==> config.mk <==
export PLATFORM = sky130hd
export DESIGN_NAME = pes_video_depacketizer
export DESIGN_NICKNAME = d
export VERILOG_FILES = /design/src/pvd_pkg.sv /design/src/pes_video_depacketizer.sv
export SDC_FILE = /design/constraint.sdc
export NUM_CORES = 1
export LEC_CHECK = 0
export ABC_CLOCK_PERIOD_IN_PS = 14400
export BUFFER_PORTS_ARGS = -buffer_cell sky130_fd_sc_hd__buf_2
export CORE_MARGIN = 2
export CORE_UTILIZATION = 50
export DETAILED_ROUTE_END_ITERATION = 8
export PLACE_DENSITY = 0.67
export REMOVE_ABC_BUFFERS = 1
export SLEW_MARGIN = 20
export SYNTH_ARGS = -nofsm -noshare
export SYNTH_HDL_FRONTEND = slang
export SYNTH_SLANG_ARGS = --single-unit
==> constraint.sdc <==
create_clock -name clk -period 14.4 [get_ports clk]
set_input_delay 0.72 -clock clk [delete_from_list [all_inputs] [get_ports clk]]
set_output_delay 0.72 -clock clk [all_outputs]
set_load 0.005 [all_outputs]
==> src/pvd_pkg.sv <==
// Shared types and constants for the PES video depacketizer.
// Used by pes_video_depacketizer and its port checker; no dependencies.
package pvd_pkg;

  localparam int unsigned MAX_FRAME_BYTES = 2097152;
  localparam int unsigned FCNT_W          = $clog2(MAX_FRAME_BYTES + 1);
  localparam int unsigned OUT_CNT_W       = 22;
  localparam int unsigned LOOK_DEPTH      = 5;
  localparam int unsigned RUN_W           = $clog2(LOOK_DEPTH + 2);

  localparam logic [7:0] VIDEO_ID_RESET = 8'hE0;
  localparam logic [7:0] SC_ZERO        = 8'h00;
  localparam logic [7:0] SC_ONE         = 8'h01;
  localparam logic [7:0] NAL_SPS        = 8'h67;
  localparam logic [7:0] NAL_IDR_SLICE  = 8'h65;
  localparam logic [7:0] NAL_P_SLICE    = 8'h61;
  localparam logic [7:0] NAL_SEI        = 8'h06;
  localparam logic [7:0] NAL_AUD        = 8'h09;

  localparam logic [8:0] HDR_SC0     = 9'd0;
  localparam logic [8:0] HDR_SC1     = 9'd1;
  localparam logic [8:0] HDR_SC2     = 9'd2;
  localparam logic [8:0] HDR_ID      = 9'd3;
  localparam logic [8:0] HDR_LEN_HI  = 9'd4;
  localparam logic [8:0] HDR_LEN_LO  = 9'd5;
  localparam logic [8:0] HDR_HDL     = 9'd8;
  localparam logic [16:0] PES_FIXED  = 17'd3;

  localparam logic KIND_BYTE      = 1'b0;
  localparam logic KIND_FRAME_END = 1'b1;

  typedef enum logic [4:0] {
    PH_WAIT   = 5'b00001,
    PH_HEADER = 5'b00010,
    PH_SKIP   = 5'b00100,
    PH_LOOK   = 5'b01000,
    PH_STREAM = 5'b10000
  } phase_t;

endpackage

==> src/pes_video_depacketizer.sv <==
// Top level of the PES video depacketizer: parser, lookahead and result serializer.
// Depends on pvd_pkg.
//
// Takes one program-stream byte per cycle while in_tready is high and parses
// video PES packets in a single registered pass: each accepted word updates
// the parser and loads a result run of zero to six words (an optional
// frame-end record, then up to five payload bytes) into the output register.
// Streamed payload gives at most one result per byte, so a byte is taken
// every cycle while the sink is ready. When the lookahead of up to five bytes
// is released, the run drains one word per cycle while the sink is ready and
// the input stalls until the last word of the run is taken. in_tready is high
// when the output register is empty or its last word leaves in the same cycle.
module pes_video_depacketizer
  import pvd_pkg::*;
(
  input  logic        clk,
  input  logic        rst_n,
  input  logic        in_tvalid,
  output logic        in_tready,
  input  logic [7:0]  in_tdata,   // [7:0] stream_byte
  input  logic        in_tuser,   // [0] packet_start
  output logic        out_tvalid,
  input  logic        out_tready,
  output logic [31:0] out_tdata,  // [7:0] payload_byte, [29:8] frame_byte_count,
                                  // [30] frame_is_key, [31] zero
  output logic        out_tuser,  // [0] record_kind
  output logic        out_tlast,  // last_of_run
  input  logic        cfg_wr_en,
  input  logic [7:0]  cfg_wr_data
);

  logic [7:0]        vsid_r;
  phase_t            phase_r, phase_nxt;
  logic [8:0]        idx_r, idx_nxt;
  logic [15:0]       pes_r, pes_nxt;
  logic [7:0]        hdl_r, hdl_nxt;
  logic [15:0]       rem_r, rem_nxt;
  logic [7:0]        la_r [LOOK_DEPTH];
  logic [7:0]        la_nxt [LOOK_DEPTH];
  logic [2:0]        lacnt_r, lacnt_nxt;
  logic              fwd_r, fwd_nxt;
  logic              slice_r, slice_nxt;
  logic [FCNT_W-1:0] fcnt_r, fcnt_nxt;
  logic              pend_r, pend_nxt;
  logic              key_r, key_nxt;

  logic [RUN_W-1:0]  left_r, left_nxt;
  logic [RUN_W-1:0]  pos_r;
  logic              end_r, end_nxt;
  logic [FCNT_W-1:0] ecnt_r, ecnt_nxt;
  logic              ekey_r, ekey_nxt;
  logic [7:0]        rb_r [LOOK_DEPTH];
  logic [7:0]        rb_nxt [LOOK_DEPTH];

  logic        in_acc, out_acc;
  logic [7:0]  b;
  phase_t      ph;
  logic [8:0]  ix;
  logic [2:0]  n;
  logic [15:0] rem_dec;
  logic [16:0] need;
  logic        sc, nal_sps, nal_slice, nal_drop, hdr_bad;
  logic [FCNT_W:0] fsum;
  logic [RUN_W-1:0] bidx;
  logic [7:0]  sel_byte;

  assign in_acc  = in_tvalid && in_tready;
  assign out_acc = out_tvalid && out_tready;
  assign in_tready = (left_r == '0) || ((left_r == RUN_W'(1)) && out_tready);

  assign b  = in_tdata;
  assign ph = in_tuser ? PH_HEADER : phase_r;
  assign ix = in_tuser ? '0 : idx_r;
  assign n  = lacnt_r + 3'd1;
  assign rem_dec = rem_r - 16'd1;
  assign need = {9'b0, b} + PES_FIXED;

  always_comb begin
    for (int i = 0; i < LOOK_DEPTH; i++) begin
      la_nxt[i] = (lacnt_r == 3'(i)) ? b : la_r[i];
    end
  end

  assign sc = (n >= 3'd4) && (la_nxt[0] == SC_ZERO) && (la_nxt[1] == SC_ZERO) &&
              (la_nxt[2] == SC_ZERO) && (la_nxt[3] == SC_ONE);
  assign nal_sps   = (n >= 3'd5) && sc && (la_nxt[4] == NAL_SPS);
  assign nal_slice = (n >= 3'd5) && sc &&
                     ((la_nxt[4] == NAL_IDR_SLICE) || (la_nxt[4] == NAL_P_SLICE));
  assign nal_drop  = (n >= 3'd5) && sc &&
                     ((la_nxt[4] == NAL_SEI) || (la_nxt[4] == NAL_AUD));
  assign hdr_bad = ((ix == HDR_SC0) && (b != SC_ZERO)) ||
                   ((ix == HDR_SC1) && (b != SC_ZERO)) ||
                   ((ix == HDR_SC2) && (b != SC_ONE)) ||
                   ((ix == HDR_ID) && (b != vsid_r));

  always_comb begin
    phase_nxt = ph;
    idx_nxt   = ix;
    pes_nxt   = pes_r;
    hdl_nxt   = hdl_r;
    rem_nxt   = rem_r;
    lacnt_nxt = in_tuser ? 3'd0 : lacnt_r;
    fwd_nxt   = in_tuser ? 1'b0 : fwd_r;
    slice_nxt = slice_r;
    fcnt_nxt  = fcnt_r;
    pend_nxt  = pend_r;
    key_nxt   = key_r;
    left_nxt  = '0;
    end_nxt   = 1'b0;
    ecnt_nxt  = fcnt_r;
    ekey_nxt  = key_r;
    fsum      = '0;
    for (int i = 0; i < LOOK_DEPTH; i++) begin
      rb_nxt[i] = la_nxt[i];
    end
    unique case (ph)
      PH_HEADER: begin
        if (hdr_bad) begin
          phase_nxt = PH_WAIT;
        end else begin
          if (ix == HDR_LEN_HI) begin
            pes_nxt = {b, 8'h00};
          end else if (ix == HDR_LEN_LO) begin
            pes_nxt = {pes_r[15:8], b};
          end
          if (ix == HDR_HDL) begin
            hdl_nxt = b;
            rem_nxt = ({1'b0, pes_r} >= need) ? 16'(pes_r - 16'(need)) : 16'd0;
            idx_nxt = '0;
            if (b != 8'd0) begin
              phase_nxt = PH_SKIP;
            end else begin
              lacnt_nxt = 3'd0;
              fwd_nxt   = 1'b0;
              phase_nxt = (rem_nxt == 16'd0) ? PH_WAIT : PH_LOOK;
            end
          end else begin
            idx_nxt = ix + 9'd1;
          end
        end
      end
      PH_SKIP: begin
        idx_nxt = idx_r + 9'd1;
        if (idx_nxt >= {1'b0, hdl_r}) begin
          lacnt_nxt = 3'd0;
          fwd_nxt   = 1'b0;
          phase_nxt = (rem_r == 16'd0) ? PH_WAIT : PH_LOOK;
        end
      end
      PH_LOOK: begin
        lacnt_nxt = n;
        rem_nxt   = rem_dec;
        if ((n >= 3'd5) || (rem_dec == 16'd0)) begin
          phase_nxt = (rem_dec == 16'd0) ? PH_WAIT : PH_STREAM;
          if (slice_r && sc) begin
            end_nxt   = 1'b1;
            fcnt_nxt  = '0;
            slice_nxt = 1'b0;
            pend_nxt  = 1'b1;
          end
          if (nal_slice) begin
            slice_nxt = 1'b1;
          end
          fwd_nxt = !nal_drop;
          if (!nal_drop) begin
            if (pend_nxt) begin
              key_nxt  = nal_sps;
              pend_nxt = 1'b0;
            end
            fsum = {1'b0, fcnt_nxt} + (FCNT_W + 1)'(n);
            fcnt_nxt = (fsum > (FCNT_W + 1)'(MAX_FRAME_BYTES)) ?
                       FCNT_W'(MAX_FRAME_BYTES) : fsum[FCNT_W-1:0];
            left_nxt = RUN_W'(n) + RUN_W'(end_nxt);
          end else begin
            left_nxt = RUN_W'(end_nxt);
          end
        end
      end
      PH_STREAM: begin
        rb_nxt[0] = b;
        if (fwd_r) begin
          fsum = {1'b0, fcnt_r} + (FCNT_W + 1)'(1);
          fcnt_nxt = (fsum > (FCNT_W + 1)'(MAX_FRAME_BYTES)) ?
                     FCNT_W'(MAX_FRAME_BYTES) : fsum[FCNT_W-1:0];
          left_nxt = RUN_W'(1);
        end
        rem_nxt = rem_dec;
        if (rem_dec == 16'd0) begin
          phase_nxt = PH_WAIT;
        end
      end
      default: begin
        phase_nxt = PH_WAIT;
      end
    endcase
  end

  always_ff @(posedge clk) begin
    if (!rst_n) begin
      vsid_r  <= VIDEO_ID_RESET;
      phase_r <= PH_WAIT;
      idx_r   <= '0;
      pes_r   <= '0;
      hdl_r   <= '0;
      rem_r   <= '0;
      lacnt_r <= '0;
      fwd_r   <= 1'b0;
      slice_r <= 1'b0;
      fcnt_r  <= '0;
      pend_r  <= 1'b1;
      key_r   <= 1'b0;
      left_r  <= '0;
      pos_r   <= '0;
    end else begin
      if (cfg_wr_en) begin
        vsid_r <= cfg_wr_data;
      end
      if (in_acc) begin
        phase_r  <= phase_nxt;
        idx_r    <= idx_nxt;
        pes_r    <= pes_nxt;
        hdl_r    <= hdl_nxt;
        rem_r    <= rem_nxt;
        lacnt_r  <= lacnt_nxt;
        fwd_r    <= fwd_nxt;
        slice_r  <= slice_nxt;
        fcnt_r   <= fcnt_nxt;
        pend_r   <= pend_nxt;
        key_r    <= key_nxt;
        left_r   <= left_nxt;
        pos_r    <= '0;
      end else if (out_acc) begin
        left_r <= left_r - RUN_W'(1);
        pos_r  <= pos_r + RUN_W'(1);
      end
    end
  end

  always_ff @(posedge clk) begin
    if (in_acc) begin
      if (ph == PH_LOOK) begin
        for (int i = 0; i < LOOK_DEPTH; i++) begin
          la_r[i] <= la_nxt[i];
        end
      end
      end_r  <= end_nxt;
      ecnt_r <= ecnt_nxt;
      ekey_r <= ekey_nxt;
      for (int i = 0; i < LOOK_DEPTH; i++) begin
        rb_r[i] <= rb_nxt[i];
      end
    end
  end

  assign bidx = pos_r - RUN_W'(end_r);

  always_comb begin
    case (bidx)
      RUN_W'(0): sel_byte = rb_r[0];
      RUN_W'(1): sel_byte = rb_r[1];
      RUN_W'(2): sel_byte = rb_r[2];
      RUN_W'(3): sel_byte = rb_r[3];
      RUN_W'(4): sel_byte = rb_r[4];
      default:   sel_byte = 8'h00;
    endcase
  end

  logic is_end;
  assign is_end = end_r && (pos_r == '0);

  assign out_tvalid = (left_r != '0);
  assign out_tlast  = (left_r == RUN_W'(1));
  assign out_tuser  = is_end ? KIND_FRAME_END : KIND_BYTE;
  assign out_tdata  = is_end ? {1'b0, ekey_r, OUT_CNT_W'(ecnt_r), 8'h00}
                             : {1'b0, 1'b0, OUT_CNT_W'(0), sel_byte};

endmodule

==> out/summary.txt <==
TIMING
-------------------------------------------------------------------------------
Total negative slack                                                       0 ns
Time the final worst path needs with I/O delays and setup              6.616 ns
Count of final max-slew check failures                                        0
Tightest slew margin relative to the limit                               26.41%
Number of endpoints with negative hold slack in the final report              0
Worst Max-Slew Pin Slew                                                1.104 ns
Final setup vio count                                                         0
Maximum clock skew at final layout                                  0.009270 ns
Setup repair after global routing missed its margin                       false
Maximum clock frequency                                               151.1 MHz
Share of the clock period used by the worst path                         45.95%

SYNTHESIS
-------------------------------------------------------------------------------
Number of library cell types mapped by synthesis                            100
Post-synthesis area per instance                                      8.735 um2
Area of the mapped netlist                                          0.01312 mm2
Number of warnings issued by yosys                                            0
Post-synth ARST share                                                        0%
Dominant register cell in the synthesized netlist                  sky130_fd_sc_hd__edfxtp_1
Sequential-to-total area share from yosys stat                           38.60%
Gate count of the mapped netlist                                           1502
FF+latch count, synth                                                       201
Number of enable-type register cells in the synthesized netlist             104

GLOBAL ROUTE
-------------------------------------------------------------------------------
Wire length of the first global-routing pass                           61.40 mm
Vias in the first global route                                            11010
Global-route congestion overflow total                                        0
Antenna violations before repair                                              0
Maximum number of pins on one net before global-route repair                 65
Global-route total usage across every layer                              27.35%

CLOCK NETWORK
-------------------------------------------------------------------------------
CTS tree                                                                  built
H-tree Lvls                                                                   1
# Post-CTS Setup Buffers                                                      0
CTS max path bufs                                                             3
Root buf cell                                                      sky130_fd_sc_hd__clkbuf_16
Inserted Clock Buffers                                                       23
Clock sink total                                                            201
Hold bufs inserted after CTS                                                  0
Count of cells resized by post-cts repair                                     0
Worst-path clk slew                                                     0.06 ns
Later-pin clock latency in the skew report                              0.53 ns

PLACE
-------------------------------------------------------------------------------
Detailed-placement wirelength estimate                                 27.65 mm
Final RePlAce weighted congestion                                        0.9388
PortBufs                                                                     56

LAYOUT
-------------------------------------------------------------------------------
Final antenna diode count                                                     0
Final Net Count                                                            1571
Area Growth Syn to Fin                                                   8.592%
Ratio of cells with drive above 1 in the final layout                    11.40%

FLOORPLAN
-------------------------------------------------------------------------------
Floorplan die height                                                   166.0 um
Core footprint                                                      0.02591 mm2
Site row count                                                               59
Width of the die                                                       166.0 um
Die footprint                                                       0.02755 mm2
Starting density of the core                                             50.63%
I/O pin cnt                                                                  58

PWR
-------------------------------------------------------------------------------
Static Leakage                                                         5.017 nW
Peak supply drop                                                      0.1373 mV
Power after layout                                                     1.716 mW
Power per standard cell area                                       120.4 mW/mm2

ROUTING
-------------------------------------------------------------------------------
Routed wirelength normalized by instance count                         21.01 um
Post-detailed-route DRC marker count                                          0
Number of iterations in the first detailed-routing pass                       6
Routed length on met2                                                  17.82 mm
Uppermost layer routed                                                     met4
Starting DRC count in detailed routing                                     1306
Routed vias/inst                                                          6.382
Wire length on met3                                                    2.770 mm
Wirelength, routed                                                     38.90 mm
Number of nets with antenna violations after detailed routing                 0
Count of vias placed by the detailed router                               11820
Met1 WL                                                                17.50 mm

CRITICAL PATH
-------------------------------------------------------------------------------
CP Launch Type                                                         register
Worst-path maximum fanout                                                    17
Worst Path Class, Setup                                              reg -> reg
Arrival @ worst endpoint                                                7.07 ns
Nature of the critical path endpoint                                   register
Data required time of the critical path                                14.85 ns

HOLD PATH
-------------------------------------------------------------------------------
Hold WC Path Type                                                     in -> reg

RUN STATUS
-------------------------------------------------------------------------------
Result of the run                                                  finished clean

JOB
-------------------------------------------------------------------------------
Max-Cap Viols                                                                 0

==> routing by layer <==
metal  vias up  global-route usage [%]
met2       501                   44.02
met1      5693                   39.39
met5         -                       0
li1       5574                       -
met4         0                   6.465
met3        52                   3.432
==> report_power, final <==
part | switching [mW] | total (mW) | internal [mW] | leakage, nW
clock network | 0.243 | 0.580 | 0.337 | 0.365
registers | 0.0253 | 0.700 | 0.675 | 1.67
logic | 0.285 | 0.435 | 0.151 | 2.98
total | 0.553 | 1.72 | 1.16 | 5.02
==> synthesized netlist by cell type, types with 13 or more instances <==
| cell | count | area share (%) |
|---|---|---|
| sky130_fd_sc_hd__a211oi_1 | 19 | 1.1 |
| sky130_fd_sc_hd__a21oi_1 | 99 | 3.8 |
| sky130_fd_sc_hd__a22oi_1 | 18 | 1.0 |
| sky130_fd_sc_hd__a31oi_1 | 13 | 0.62 |
| sky130_fd_sc_hd__and2_1 | 32 | 1.5 |
| sky130_fd_sc_hd__and3_1 | 16 | 0.76 |
| sky130_fd_sc_hd__buf_2 | 16 | 0.61 |
| sky130_fd_sc_hd__clkbuf_1 | 65 | 1.9 |
| sky130_fd_sc_hd__dfxtp_1 | 97 | 15 |
| sky130_fd_sc_hd__edfxtp_1 | 104 | 24 |
| sky130_fd_sc_hd__ha_1 | 46 | 4.4 |
| sky130_fd_sc_hd__inv_1 | 53 | 1.5 |
| sky130_fd_sc_hd__mux2_2 | 36 | 3.1 |
| sky130_fd_sc_hd__mux2i_1 | 34 | 2.6 |
| sky130_fd_sc_hd__nand2_1 | 120 | 3.4 |
| sky130_fd_sc_hd__nand2b_1 | 15 | 0.72 |
| sky130_fd_sc_hd__nand3_1 | 63 | 2.4 |
| sky130_fd_sc_hd__nand4_1 | 19 | 0.91 |
| sky130_fd_sc_hd__nor2_1 | 161 | 4.6 |
| sky130_fd_sc_hd__nor3_1 | 55 | 2.1 |
| sky130_fd_sc_hd__nor4_1 | 30 | 1.4 |
| sky130_fd_sc_hd__o21ai_0 | 85 | 3.2 |
| sky130_fd_sc_hd__o22ai_1 | 13 | 0.62 |
| sky130_fd_sc_hd__o31ai_1 | 16 | 0.92 |
| sky130_fd_sc_hd__or3_1 | 21 | 1.0 |
| sky130_fd_sc_hd__xnor2_1 | 41 | 2.7 |
| sky130_fd_sc_hd__xor2_1 | 15 | 1.0 |
==> sequential cells by signal, summed over array words and instances, names as in the netlist, 8 cells and up <==
| register | flops |
|---|---|
| pes_r | 16 |
| vsid_r | 8 |
| la_r | 40 |
| ecnt_r | 22 |
| rb_r | 40 |
| hdl_r | 8 |
| ecnt_nxt | 22 |
| rem_r | 16 |
| idx_r | 9 |
==> logic make-up after synthesis <==
logic type | synth area share (%)
simple gates | 23.14
compound gates | 19.30
flops | 38.60
buf+inv | 4.701
mux | 5.798
xor+xnor | 3.738
fa+ha+maj | 4.692
other cells | 0.02858
==> per-stage QoR <==
step | std cells | utilization, % | setup WS (ns) | hold slack, ns | area, um2
after global routing | 1852 | 54.99 | 7.442 | 0.4288 | 14250
after detailed placement | 1811 | 52.13 | 8.040 | 0.4505 | 13510
final | 1852 | 54.99 | 7.784 | 0.4249 | 14250
after floorplan | 1408 | - | 9.024 | 0.4093 | 12710
after global placement | 1811 | 52.10 | 8.206 | 0.4421 | 13500
after CTS | 1852 | 54.98 | 8.018 | 0.4146 | 14250
==> final cells by class <==
cell class | count | area, um2
repair buffers | 68 | 370.4
clock inverters | 13 | 133.9
multi-input cells | 1152 | 7447
inverters | 55 | 207.7
flip-flops and latches | 201 | 5065
well taps | 335 | 419.2
clock buffers | 28 | 604.3
fillers | 2397 | 11660
==> critical path: stages, from the launching register on <==
cell,delay [ns]
sky130_fd_sc_hd__dfxtp_1,0.37
sky130_fd_sc_hd__inv_1,0.21
sky130_fd_sc_hd__ha_1,0.50
sky130_fd_sc_hd__nand2b_1,0.38
sky130_fd_sc_hd__mux2_2,0.41
sky130_fd_sc_hd__nor4_1,0.36
sky130_fd_sc_hd__nand4_1,0.19
sky130_fd_sc_hd__or3_1,0.56
sky130_fd_sc_hd__and2_1,0.24
sky130_fd_sc_hd__ha_1,0.32
sky130_fd_sc_hd__a21oi_1,0.42
sky130_fd_sc_hd__nand2_1,0.29
sky130_fd_sc_hd__nor3_1,0.24
sky130_fd_sc_hd__o2111ai_1,0.16
sky130_fd_sc_hd__or4_1,0.66
sky130_fd_sc_hd__o21a_1,0.29
sky130_fd_sc_hd__a2111oi_4,0.57
sky130_fd_sc_hd__a31oi_1,0.17
sky130_fd_sc_hd__o2bb2ai_1,0.19
==> cells in the final DEF (no fill, tap or decap), types with 18 or more instances in the layout <==
| master | instances |
|---|---|
| sky130_fd_sc_hd__nor3_1 | 55 |
| sky130_fd_sc_hd__mux2_2 | 36 |
| sky130_fd_sc_hd__o21ai_0 | 85 |
| sky130_fd_sc_hd__or3_1 | 21 |
| sky130_fd_sc_hd__inv_1 | 52 |
| sky130_fd_sc_hd__nand4_1 | 19 |
| sky130_fd_sc_hd__xnor2_1 | 41 |
| sky130_fd_sc_hd__a22oi_1 | 18 |
| sky130_fd_sc_hd__nand2_1 | 120 |
| sky130_fd_sc_hd__nand3_1 | 63 |
| sky130_fd_sc_hd__a211oi_1 | 19 |
| sky130_fd_sc_hd__and2_1 | 32 |
| sky130_fd_sc_hd__ha_1 | 46 |
| sky130_fd_sc_hd__mux2i_1 | 34 |
| sky130_fd_sc_hd__a21oi_1 | 99 |
| sky130_fd_sc_hd__buf_2 | 56 |
| sky130_fd_sc_hd__dfxtp_1 | 97 |
| sky130_fd_sc_hd__nor2_1 | 161 |
| sky130_fd_sc_hd__edfxtp_1 | 104 |
| sky130_fd_sc_hd__nor4_1 | 30 |
| sky130_fd_sc_hd__clkbuf_16 | 23 |
==> final timing paths <==
check                                                end  slack, ns  depth (start not counted)                    start
worst min register to register     pes_r[3]$_SDFFE_PN0P_       0.46                          2    pes_r[3]$_SDFFE_PN0P_
worst min-delay path              vsid_r[6]$_SDFFE_PN1P_       0.42                          3           cfg_wr_data[6]
worst max-delay path            ecnt_nxt[8]$_SDFFE_PN0P_       7.78                         18  lacnt_r[0]$_SDFFE_PN0P_
worst max register to register  ecnt_nxt[8]$_SDFFE_PN0P_       7.78                         18  lacnt_r[0]$_SDFFE_PN0P_
Power figures use the tool's default switching activity.
